--- src/sv/gtj_pkg.sv ---
`timescale 1ns / 1ps
// Shared types, constants and datapath command codes of the greedy text justifier.
package gtj_pkg;

  localparam int MAX_WIDTH_DEF  = 64;
  localparam int MAX_WORDS_DEF  = 32;
  localparam int CFG_W          = 7;
  localparam logic [CFG_W-1:0] LINE_WIDTH_RST = 7'd16;
  localparam logic [7:0] SPACE_CHAR = 8'd32;

  localparam logic [1:0] FUNC_CHAR = 2'd0;
  localparam logic [1:0] FUNC_WEND = 2'd1;
  localparam logic [1:0] FUNC_TEND = 2'd2;

  typedef struct packed {
    logic [1:0] func;
    logic [7:0] ch;
  } in_item_t;

  typedef struct packed {
    logic [7:0] out_char;
    logic       line_end;
  } out_item_t;

  typedef enum logic [3:0] {
    OP_NONE,
    OP_WCHAR,
    OP_WEND,
    OP_TEXTEND,
    OP_EMIT_INIT,
    OP_DIV_STEP,
    OP_WL_RD,
    OP_GAP_LD,
    OP_PUSH_SPACE,
    OP_LS_RD,
    OP_PUSH_CHAR,
    OP_FIN,
    OP_CP_RD,
    OP_CP_WR,
    OP_APPEND
  } dp_op_t;

  typedef struct packed {
    dp_op_t op;
    logic   last;
  } dp_cmd_t;

  typedef struct packed {
    logic len_zero;
    logic need_flush;
    logic have_words;
    logic div_done;
    logic i_end;
    logic g_zero;
    logic last_char;
    logic line_full;
    logic can_push;
    logic cp_last;
  } dp_stat_t;

endpackage

--- src/sv/gtj_dp.sv ---
`timescale 1ns / 1ps
// Datapath of the justifier: stores, counters, gap divider and output register.
module gtj_dp import gtj_pkg::*; #(
  parameter int MAX_WIDTH = MAX_WIDTH_DEF,
  parameter int MAX_WORDS = MAX_WORDS_DEF
) (
  input  logic             clk,
  input  logic             rst_n,
  input  logic             cfg_we,
  input  logic [CFG_W-1:0] cfg_wdata,
  input  in_item_t         in_data,
  input  dp_cmd_t          cmd,
  output dp_stat_t         stat,
  output logic             out_valid,
  input  logic             out_ready,
  output out_item_t        out_data
);

  localparam int WW = $clog2(MAX_WIDTH + 1);
  localparam int LA = $clog2(MAX_WIDTH);
  localparam int KW = $clog2(MAX_WORDS + 1);
  localparam int KA = (MAX_WORDS > 1) ? $clog2(MAX_WORDS) : 1;
  localparam int SW = $clog2(2 * MAX_WIDTH + MAX_WORDS + 1);
  localparam int DW = $clog2(WW + 1);

  logic [7:0]    wb_mem [MAX_WIDTH];
  logic [7:0]    ls_mem [MAX_WIDTH];
  logic [WW-1:0] wl_mem [MAX_WORDS];

  logic [CFG_W-1:0] lw_r, lw_nxt;
  logic [WW-1:0] cwl_r, cwl_nxt, len_r, len_nxt, chars_r, chars_nxt;
  logic [KW-1:0] wh_r, wh_nxt, i_r, i_nxt;
  logic [WW-1:0] ci_r, ci_nxt, n_r, n_nxt, p_r, p_nxt, j_r, j_nxt, g_r, g_nxt;
  logic [WW-1:0] q_r, q_nxt, rm_r, rm_nxt, dvd_r, dvd_nxt;
  logic [DW-1:0] dcnt_r, dcnt_nxt;
  logic [WW-1:0] wl_rd_r;
  logic [7:0]    ls_rd_r, wb_rd_r;
  logic          out_valid_r, out_valid_nxt;
  out_item_t     out_r, out_nxt;

  logic [WW-1:0] w_eff, len_c, spare;
  logic [KW-1:0] dvs;
  logic          fits, push;
  logic [WW:0]   r_sh;
  logic [WW-1:0] gap_c;

  always_comb begin
    if (lw_r == '0) begin
      w_eff = WW'(1);
    end else if (lw_r > CFG_W'(MAX_WIDTH)) begin
      w_eff = WW'(MAX_WIDTH);
    end else begin
      w_eff = WW'(lw_r);
    end
  end

  assign len_c = (cwl_r > w_eff) ? w_eff : cwl_r;
  assign spare = w_eff - chars_r;
  assign dvs   = wh_r - KW'(1);
  assign fits  = !cmd.last && (wh_r > KW'(1)) &&
                 (SW'(chars_r) + SW'(wh_r) - SW'(1) <= SW'(w_eff));
  assign r_sh  = {rm_r, dvd_r[WW-1]};
  assign gap_c = (i_r == '0) ? '0 :
                 q_r + (((WW+KW)'(i_r) - (WW+KW)'(1) < (WW+KW)'(rm_r)) ? WW'(1) : WW'(0));
  assign push  = (cmd.op == OP_PUSH_SPACE) || (cmd.op == OP_PUSH_CHAR);

  always_comb begin
    stat.len_zero   = (len_c == '0);
    stat.need_flush = (wh_r != '0) && ((wh_r >= KW'(MAX_WORDS)) ||
                      (SW'(chars_r) + SW'(wh_r) + SW'(len_c) > SW'(w_eff)));
    stat.have_words = (wh_r != '0);
    stat.div_done   = (dcnt_r == DW'(WW));
    stat.i_end      = (i_r == wh_r);
    stat.g_zero     = (g_r == '0);
    stat.last_char  = ((WW+1)'(j_r) + (WW+1)'(1) == (WW+1)'(wl_rd_r));
    stat.line_full  = ((WW+1)'(n_r) + (WW+1)'(1) == (WW+1)'(w_eff));
    stat.can_push   = !out_valid_r || out_ready;
    stat.cp_last    = ((WW+1)'(ci_r) + (WW+1)'(1) == (WW+1)'(len_r));
  end

  always_comb begin
    lw_nxt        = cfg_we ? cfg_wdata : lw_r;
    cwl_nxt       = cwl_r;
    len_nxt       = len_r;
    chars_nxt     = chars_r;
    wh_nxt        = wh_r;
    i_nxt         = i_r;
    ci_nxt        = ci_r;
    n_nxt         = n_r;
    p_nxt         = p_r;
    j_nxt         = j_r;
    g_nxt         = g_r;
    q_nxt         = q_r;
    rm_nxt        = rm_r;
    dvd_nxt       = dvd_r;
    dcnt_nxt      = dcnt_r;
    out_nxt       = out_r;
    out_valid_nxt = out_valid_r && !out_ready;
    case (cmd.op)
      OP_WCHAR: begin
        if (cwl_r < w_eff) cwl_nxt = cwl_r + WW'(1);
      end
      OP_WEND: begin
        len_nxt = len_c;
        ci_nxt  = '0;
      end
      OP_TEXTEND: cwl_nxt = '0;
      OP_EMIT_INIT: begin
        i_nxt   = '0;
        n_nxt   = '0;
        p_nxt   = '0;
        rm_nxt  = '0;
        dvd_nxt = spare;
        q_nxt   = fits ? WW'(0) : WW'(1);
        dcnt_nxt = fits ? DW'(0) : DW'(WW);
      end
      OP_DIV_STEP: begin
        dvd_nxt  = dvd_r << 1;
        dcnt_nxt = dcnt_r + DW'(1);
        if (r_sh >= (WW+1)'(dvs)) begin
          rm_nxt = WW'(r_sh - (WW+1)'(dvs));
          q_nxt  = {q_r[WW-2:0], 1'b1};
        end else begin
          rm_nxt = WW'(r_sh);
          q_nxt  = {q_r[WW-2:0], 1'b0};
        end
      end
      OP_GAP_LD: begin
        g_nxt = gap_c;
        j_nxt = '0;
      end
      OP_PUSH_SPACE: begin
        g_nxt = g_r - WW'(1);
      end
      OP_PUSH_CHAR: begin
        p_nxt = p_r + WW'(1);
        j_nxt = j_r + WW'(1);
        if (stat.last_char) i_nxt = i_r + KW'(1);
      end
      OP_FIN: begin
        wh_nxt    = '0;
        chars_nxt = '0;
      end
      OP_CP_WR: ci_nxt = ci_r + WW'(1);
      OP_APPEND: begin
        wh_nxt    = wh_r + KW'(1);
        chars_nxt = chars_r + len_r;
        cwl_nxt   = '0;
      end
      default: begin
      end
    endcase
    if (push) begin
      out_valid_nxt    = 1'b1;
      out_nxt.out_char = (cmd.op == OP_PUSH_CHAR) ? ls_rd_r : SPACE_CHAR;
      out_nxt.line_end = stat.line_full;
      n_nxt            = n_r + WW'(1);
    end
  end

  always_ff @(posedge clk) begin
    if (!rst_n) begin
      lw_r        <= LINE_WIDTH_RST;
      cwl_r       <= '0;
      chars_r     <= '0;
      wh_r        <= '0;
      out_valid_r <= 1'b0;
    end else begin
      lw_r        <= lw_nxt;
      cwl_r       <= cwl_nxt;
      chars_r     <= chars_nxt;
      wh_r        <= wh_nxt;
      out_valid_r <= out_valid_nxt;
    end
    len_r  <= len_nxt;
    i_r    <= i_nxt;
    ci_r   <= ci_nxt;
    n_r    <= n_nxt;
    p_r    <= p_nxt;
    j_r    <= j_nxt;
    g_r    <= g_nxt;
    q_r    <= q_nxt;
    rm_r   <= rm_nxt;
    dvd_r  <= dvd_nxt;
    dcnt_r <= dcnt_nxt;
    out_r  <= out_nxt;
  end

  always_ff @(posedge clk) begin
    if (cmd.op == OP_WCHAR && cwl_r < w_eff) wb_mem[cwl_r[LA-1:0]] <= in_data.ch;
    if (cmd.op == OP_CP_RD) wb_rd_r <= wb_mem[ci_r[LA-1:0]];
    if (cmd.op == OP_CP_WR) ls_mem[LA'(chars_r + ci_r)] <= wb_rd_r;
    if (cmd.op == OP_LS_RD) ls_rd_r <= ls_mem[p_r[LA-1:0]];
    if (cmd.op == OP_APPEND) wl_mem[wh_r[KA-1:0]] <= len_r;
    if (cmd.op == OP_WL_RD) wl_rd_r <= wl_mem[i_r[KA-1:0]];
  end

  assign out_valid = out_valid_r;
  assign out_data  = out_r;

  a_chars_bound: assert property (@(posedge clk) disable iff (!rst_n)
    chars_r <= WW'(MAX_WIDTH))
    else $error("held characters exceed the line store");
  a_words_bound: assert property (@(posedge clk) disable iff (!rst_n)
    wh_r <= KW'(MAX_WORDS))
    else $error("held words exceed the word slots");
  a_push_room: assert property (@(posedge clk) disable iff (!rst_n)
    push |-> stat.can_push)
    else $error("character pushed into a full output register");

endmodule

--- src/sv/gtj_ctrl.sv ---
`timescale 1ns / 1ps
// Controller of the justifier: sequences word entry, line emission and word copy.
module gtj_ctrl import gtj_pkg::*; (
  input  logic     clk,
  input  logic     rst_n,
  input  logic     in_valid,
  output logic     in_ready,
  input  in_item_t in_data,
  input  dp_stat_t stat,
  output dp_cmd_t  cmd
);

  typedef enum logic [3:0] {
    S_IDLE, S_INIT, S_DIV, S_WL, S_WLD, S_GAP, S_CRD, S_CPUT, S_PAD, S_FIN,
    S_CPRD, S_CPWR, S_APP
  } state_t;

  state_t state_r, state_nxt;
  logic   last_r, last_nxt, cpy_r, cpy_nxt;

  always_comb begin
    state_nxt = state_r;
    last_nxt  = last_r;
    cpy_nxt   = cpy_r;
    cmd.op    = OP_NONE;
    cmd.last  = last_r;
    in_ready  = (state_r == S_IDLE);
    case (state_r)
      S_IDLE: begin
        if (in_valid) begin
          case (in_data.func)
            FUNC_CHAR: cmd.op = OP_WCHAR;
            FUNC_WEND: begin
              if (!stat.len_zero) begin
                cmd.op = OP_WEND;
                if (stat.need_flush) begin
                  state_nxt = S_INIT;
                  last_nxt  = 1'b0;
                  cpy_nxt   = 1'b1;
                end else begin
                  state_nxt = S_CPRD;
                end
              end
            end
            FUNC_TEND: begin
              cmd.op = OP_TEXTEND;
              if (stat.have_words) begin
                state_nxt = S_INIT;
                last_nxt  = 1'b1;
                cpy_nxt   = 1'b0;
              end
            end
            default: cmd.op = OP_NONE;
          endcase
        end
      end
      S_INIT: begin
        cmd.op    = OP_EMIT_INIT;
        state_nxt = S_DIV;
      end
      S_DIV: begin
        if (stat.div_done) state_nxt = S_WL;
        else cmd.op = OP_DIV_STEP;
      end
      S_WL: begin
        if (stat.i_end) begin
          state_nxt = S_PAD;
        end else begin
          cmd.op    = OP_WL_RD;
          state_nxt = S_WLD;
        end
      end
      S_WLD: begin
        cmd.op    = OP_GAP_LD;
        state_nxt = S_GAP;
      end
      S_GAP: begin
        if (stat.g_zero) begin
          state_nxt = S_CRD;
        end else if (stat.can_push) begin
          cmd.op = OP_PUSH_SPACE;
          if (stat.line_full) state_nxt = S_FIN;
        end
      end
      S_CRD: begin
        cmd.op    = OP_LS_RD;
        state_nxt = S_CPUT;
      end
      S_CPUT: begin
        if (stat.can_push) begin
          cmd.op = OP_PUSH_CHAR;
          if (stat.line_full) state_nxt = S_FIN;
          else if (stat.last_char) state_nxt = S_WL;
          else state_nxt = S_CRD;
        end
      end
      S_PAD: begin
        if (stat.can_push) begin
          cmd.op = OP_PUSH_SPACE;
          if (stat.line_full) state_nxt = S_FIN;
        end
      end
      S_FIN: begin
        cmd.op    = OP_FIN;
        state_nxt = cpy_r ? S_CPRD : S_IDLE;
      end
      S_CPRD: begin
        cmd.op    = OP_CP_RD;
        state_nxt = S_CPWR;
      end
      S_CPWR: begin
        cmd.op    = OP_CP_WR;
        state_nxt = stat.cp_last ? S_APP : S_CPRD;
      end
      S_APP: begin
        cmd.op    = OP_APPEND;
        state_nxt = S_IDLE;
      end
      default: state_nxt = S_IDLE;
    endcase
  end

  always_ff @(posedge clk) begin
    if (!rst_n) begin
      state_r <= S_IDLE;
      last_r  <= 1'b0;
      cpy_r   <= 1'b0;
    end else begin
      state_r <= state_nxt;
      last_r  <= last_nxt;
      cpy_r   <= cpy_nxt;
    end
  end

endmodule

--- src/sv/greedy_full_text_justifier_top.sv ---
`timescale 1ns / 1ps
// Top level of the greedy full text justifier: controller, datapath and ports.
// An end of word with no flush copies the word into the line store; a line flush runs
// a set-up step, the gap divider (skipped for an unjustified line), then the words,
// characters and spaces of the line in order.
// Reset (rst_n, synchronous, active low) empties the held line and sets the width to 16.
module greedy_full_text_justifier_top import gtj_pkg::*; #(
  parameter int MAX_WIDTH = MAX_WIDTH_DEF,
  parameter int MAX_WORDS = MAX_WORDS_DEF
) (
  input  logic             clk,
  input  logic             rst_n,
  input  logic             cfg_we,
  input  logic [CFG_W-1:0] cfg_wdata,
  input  logic             in_valid,
  output logic             in_ready,
  input  in_item_t         in_data,
  output logic             out_valid,
  input  logic             out_ready,
  output out_item_t        out_data
);

  dp_cmd_t  cmd;
  dp_stat_t stat;

  gtj_ctrl u_ctrl (
    .clk      (clk),
    .rst_n    (rst_n),
    .in_valid (in_valid),
    .in_ready (in_ready),
    .in_data  (in_data),
    .stat     (stat),
    .cmd      (cmd)
  );

  gtj_dp #(
    .MAX_WIDTH (MAX_WIDTH),
    .MAX_WORDS (MAX_WORDS)
  ) u_dp (
    .clk       (clk),
    .rst_n     (rst_n),
    .cfg_we    (cfg_we),
    .cfg_wdata (cfg_wdata),
    .in_data   (in_data),
    .cmd       (cmd),
    .stat      (stat),
    .out_valid (out_valid),
    .out_ready (out_ready),
    .out_data  (out_data)
  );

endmodule

--- config.mk ---
export PLATFORM = sky130hd
export DESIGN_NAME = greedy_full_text_justifier_top
export DESIGN_NICKNAME = d
export VERILOG_FILES = /design/src/sv/gtj_pkg.sv /design/src/sv/gtj_dp.sv /design/src/sv/gtj_ctrl.sv /design/src/sv/greedy_full_text_justifier_top.sv
export SDC_FILE = /design/constraint.sdc
export NUM_CORES = 2
export LEC_CHECK = 0
export BUFFER_PORTS_ARGS = -buffer_cell sky130_fd_sc_hd__buf_4
export CAP_MARGIN = 30
export CORE_AREA = 3 3 485 487
export DETAILED_ROUTE_END_ITERATION = 10
export DIE_AREA = 0 0 488 490
export PLACE_DENSITY = 0.4
export SETUP_SLACK_MARGIN = 0.5
export SLEW_MARGIN = 20
export SYNTH_ARGS = -nofsm -noshare
export SYNTH_HDL_FRONTEND = slang
export SYNTH_SLANG_ARGS = --single-unit
export TNS_END_PERCENT = 50
--- constraint.sdc ---
create_clock -name clk -period 13.2 [get_ports clk]
set_input_delay 0 -clock clk [delete_from_list [all_inputs] [get_ports clk]]
set_output_delay 0 -clock clk [all_outputs]
set_load 0.05 [all_outputs]
==> flow_summary.ini <==
[status]
status = complete, no violations

[finish]
drive_gt1_share_pct = 22.6
areaGrowthSynthToFinish_pct = 16.1
mostFrequentLayoutCells = 1351 x edfxtp_1, 406 x mux4_2, 259 x nor2_1, 160 x clkbuf_16, 81 x ha_1
final_nets = 3217
final_common_cell = edfxtp_1
final_area_sq_um = 66900

[synthesis]
syn_area_per_cell_sq_um = 19.5
synth_cells = 2960
syn_area_sq_um = 57600
ys_ff_latch = 1385
synth_edf_count = 1351
synth_cell_types = 76
synth_warnings = 0
synthArstFlopShare_pct = 0
syn_nets = 3069
synth_ff_type = edfxtp_1
seq_area_frac_synth_pct = 71.6

[power_and_ir_drop]
power.density_nw_per_um2 = 149
peakVddDrop_uv = 117
p_leak_nw = 20.7

[timing]
max_slew_margin_pct = 32.0
hold_viol_final = 0
fin_crit_ns = 6.93
fin_skew_ns = 0.0511
slew_viol_final = 0
worst_pin_slew_ns = 1.02
fmax_ghz = 0.144
period_share_pct = 52.5
finalSetupTns_ns = 0
setup_viol = 0
rsz0062_at_grt = false

[drt]
drt-total-wl_um = 150000
drt_first_iter_violations = 2193
vias_per_cell = 4.47
first_pass_iters = 5
vias = 28100
ant_nets = 0
wire_per_inst_um = 23.9
route.detailed.drc = 0

[floorplanning]
die_area_sq_um = 239000
floorplan.initialDensity_pct = 24.8
die_w_um = 488
die_h_um = 490
ios = 33
core_sq_um = 232000
rows = 177

[grt]
grt_pass1_wl_um = 218000
grt_overflow = 0
first_global_vias = 29100
antenna_found_initial = 8
grt_usage_pct = 12.5
grt_max_degree = 134

[clock_tree]
clock-sinks = 1385
cts_buffer_depth = 3
cts_buffers = 160
cts_resized = 0
postCtsSetupBuffers = 0
path_clk_slew_ns = 0.06
htreeDepth = 4
cts_root_buffer = clkbuf_16
cts_hold_buf = 45
cts_tree = done
clock_latency_ns = 0.80

[setup_path]
worst_path_largest_cell_delay_ns = 0.57
critPathRequiredTime_ns = 13.86
cp-start-kind = flop
worstSetupPathType = reg2reg
cp_slowest_cell = dfxtp_1
critPathCaptureType = flop
crit_arrival_ns = 7.59
path_max_fanout = 11

[placed_design]
dp_hpwl_um = 90800
dpl_cell_area_sq_um = 61400
port_buffers = 32
routabilityCongestion = 0.759

[worst_hold_path]
hold_path_class = in2reg

[run]
maxCapViolCount = 0
-- layout make-up --
class / instances / area, sq um
Antenna cell: 2 / 5.00
Clock buffer: 199 / 4150
Clock inverter: 88 / 836
Fill cell: 22700 / 165000
Inverter: 60 / 225
Multi-Input combinational cell: 1372 / 15400
Sequential cell: 1385 / 41200
Tap cell: 3043 / 3810
Timing Repair Buffer: 129 / 1200
-- per-stage QoR --
step	hold WS, ns	setup WS [ns]	util [%]	total power [W]	cells
floorplan	0.0989	8.36	-	0.00553	2960
global placement	0.247	7.42	26.4	0.00584	5932
detailed placement	0.248	7.26	26.5	0.00584	5939
CTS	0.170	6.34	28.8	0.0101	6271
global route	0.228	5.56	28.9	0.0104	6277
finish	0.248	6.27	28.9	0.00997	6278
-- power by group --
part / leakage, nW / total, W / internal (W) / switching (W)
Clock: 2.40 / 0.00423 / 0.00237 / 0.00186
Combinational: 5.83 / 0.000817 / 0.000327 / 0.000490
Sequential: 12.5 / 0.00492 / 0.00488 / 0.0000400
-- sequential cells by signal, summed over array words and instances, names as in the netlist, 7 cells and up --
register	cells
u_dp.chars_r	7
u_dp.ci_r	7
u_dp.cwl_r	7
u_dp.dvd_r	7
u_dp.g_r	7
u_dp.j_r	7
u_dp.len_r	7
u_dp.ls_mem	512
u_dp.ls_rd_r	8
u_dp.lw_r	7
u_dp.n_r	7
u_dp.out_data	9
u_dp.q_r	7
u_dp.rm_r	7
u_dp.wb_mem	512
u_dp.wb_rd_r	8
u_dp.wl_mem	224
u_dp.wl_rd_r	7
-- final timing paths --
path | from | endpoint | slack (ns) | cells past startpoint
worst max-delay path | u_dp.lw_r[6]$_SDFFE_PN0P_ | u_ctrl.cpy_r$_SDFFE_PN0P_ | 6.27 | 27
worst min-delay path | rst_n | u_dp.cwl_r[5]$_SDFFE_PN0P_ | 0.25 | 3
worst max register to register | u_dp.lw_r[6]$_SDFFE_PN0P_ | u_ctrl.cpy_r$_SDFFE_PN0P_ | 6.27 | 27
worst min register to register | u_dp.dvd_r[4]$_DFFE_PP_ | u_dp.dvd_r[5]$_DFFE_PP_ | 0.53 | 2
-- kinds of logic (layout without fill, tap and decap cells) --
group	count (synthesis)	after routing	share of synthesized area [%]
xor gates and xnor gates	101	101	1.58
adders and majority gates	87	87	1.97
buffers and inverters	203	476	1.63
AOI/OAI and AO/OA	215	215	2.48
other	0	2	0
DFF	1385	1385	71.6
muxes	424	424	16.2
and+or+nand+nor	545	545	4.54
-- worst max-delay path: cells and delay by family, from the launching register on --
| kind | cells | cell delay (ns) |
|---|---|---|
| xor+xnor | 1 | 0.14 |
| simple gates | 7 | 1.07 |
| buf+inv | 5 | 1.55 |
| flops | 1 | 0.57 |
| fa+ha+maj | 4 | 1.22 |
| compound gates | 10 | 2.25 |
-- layer usage --
metal  vias to the layer above  GRT usage (%)  part of all wire (%)
met1                     14900           17.5                    46
met4                         0           3.41                   2.2
met2                       555           19.8                    48
met5                         -              0                     0
li1                      12400              -                     -
met3                       213           2.34                   4.3
-- cells in the mapped netlist (all sizes together), types with 7 or more instances --
master / n / area [sq um]
nor4: 7 / 71.3
inv: 59 / 221
a21oi: 39 / 195
a21o: 18 / 135
or3: 9 / 56.3
xor2: 35 / 307
mux4: 406 / 9140
and2: 19 / 119
nand2: 70 / 263
mux2: 10 / 113
nor2b: 33 / 206
mux2i: 8 / 80.1
o21a: 11 / 82.6
a211oi: 10 / 75.1
nand3: 47 / 245
and3: 10 / 62.6
buf: 75 / 460
clkbuf: 68 / 255
nand2b: 17 / 106
xnor2: 64 / 561
nor3b: 10 / 75.1
nor3: 19 / 95.1
edfxtp: 1351 / 40600
nand4: 19 / 131
o21ai: 55 / 275
a22oi: 9 / 67.6
dfxtp: 34 / 681
ha: 81 / 1010
nor2: 260 / 976
o211ai: 13 / 97.6
No activity file was read; power rests on OpenSTA's default activity.
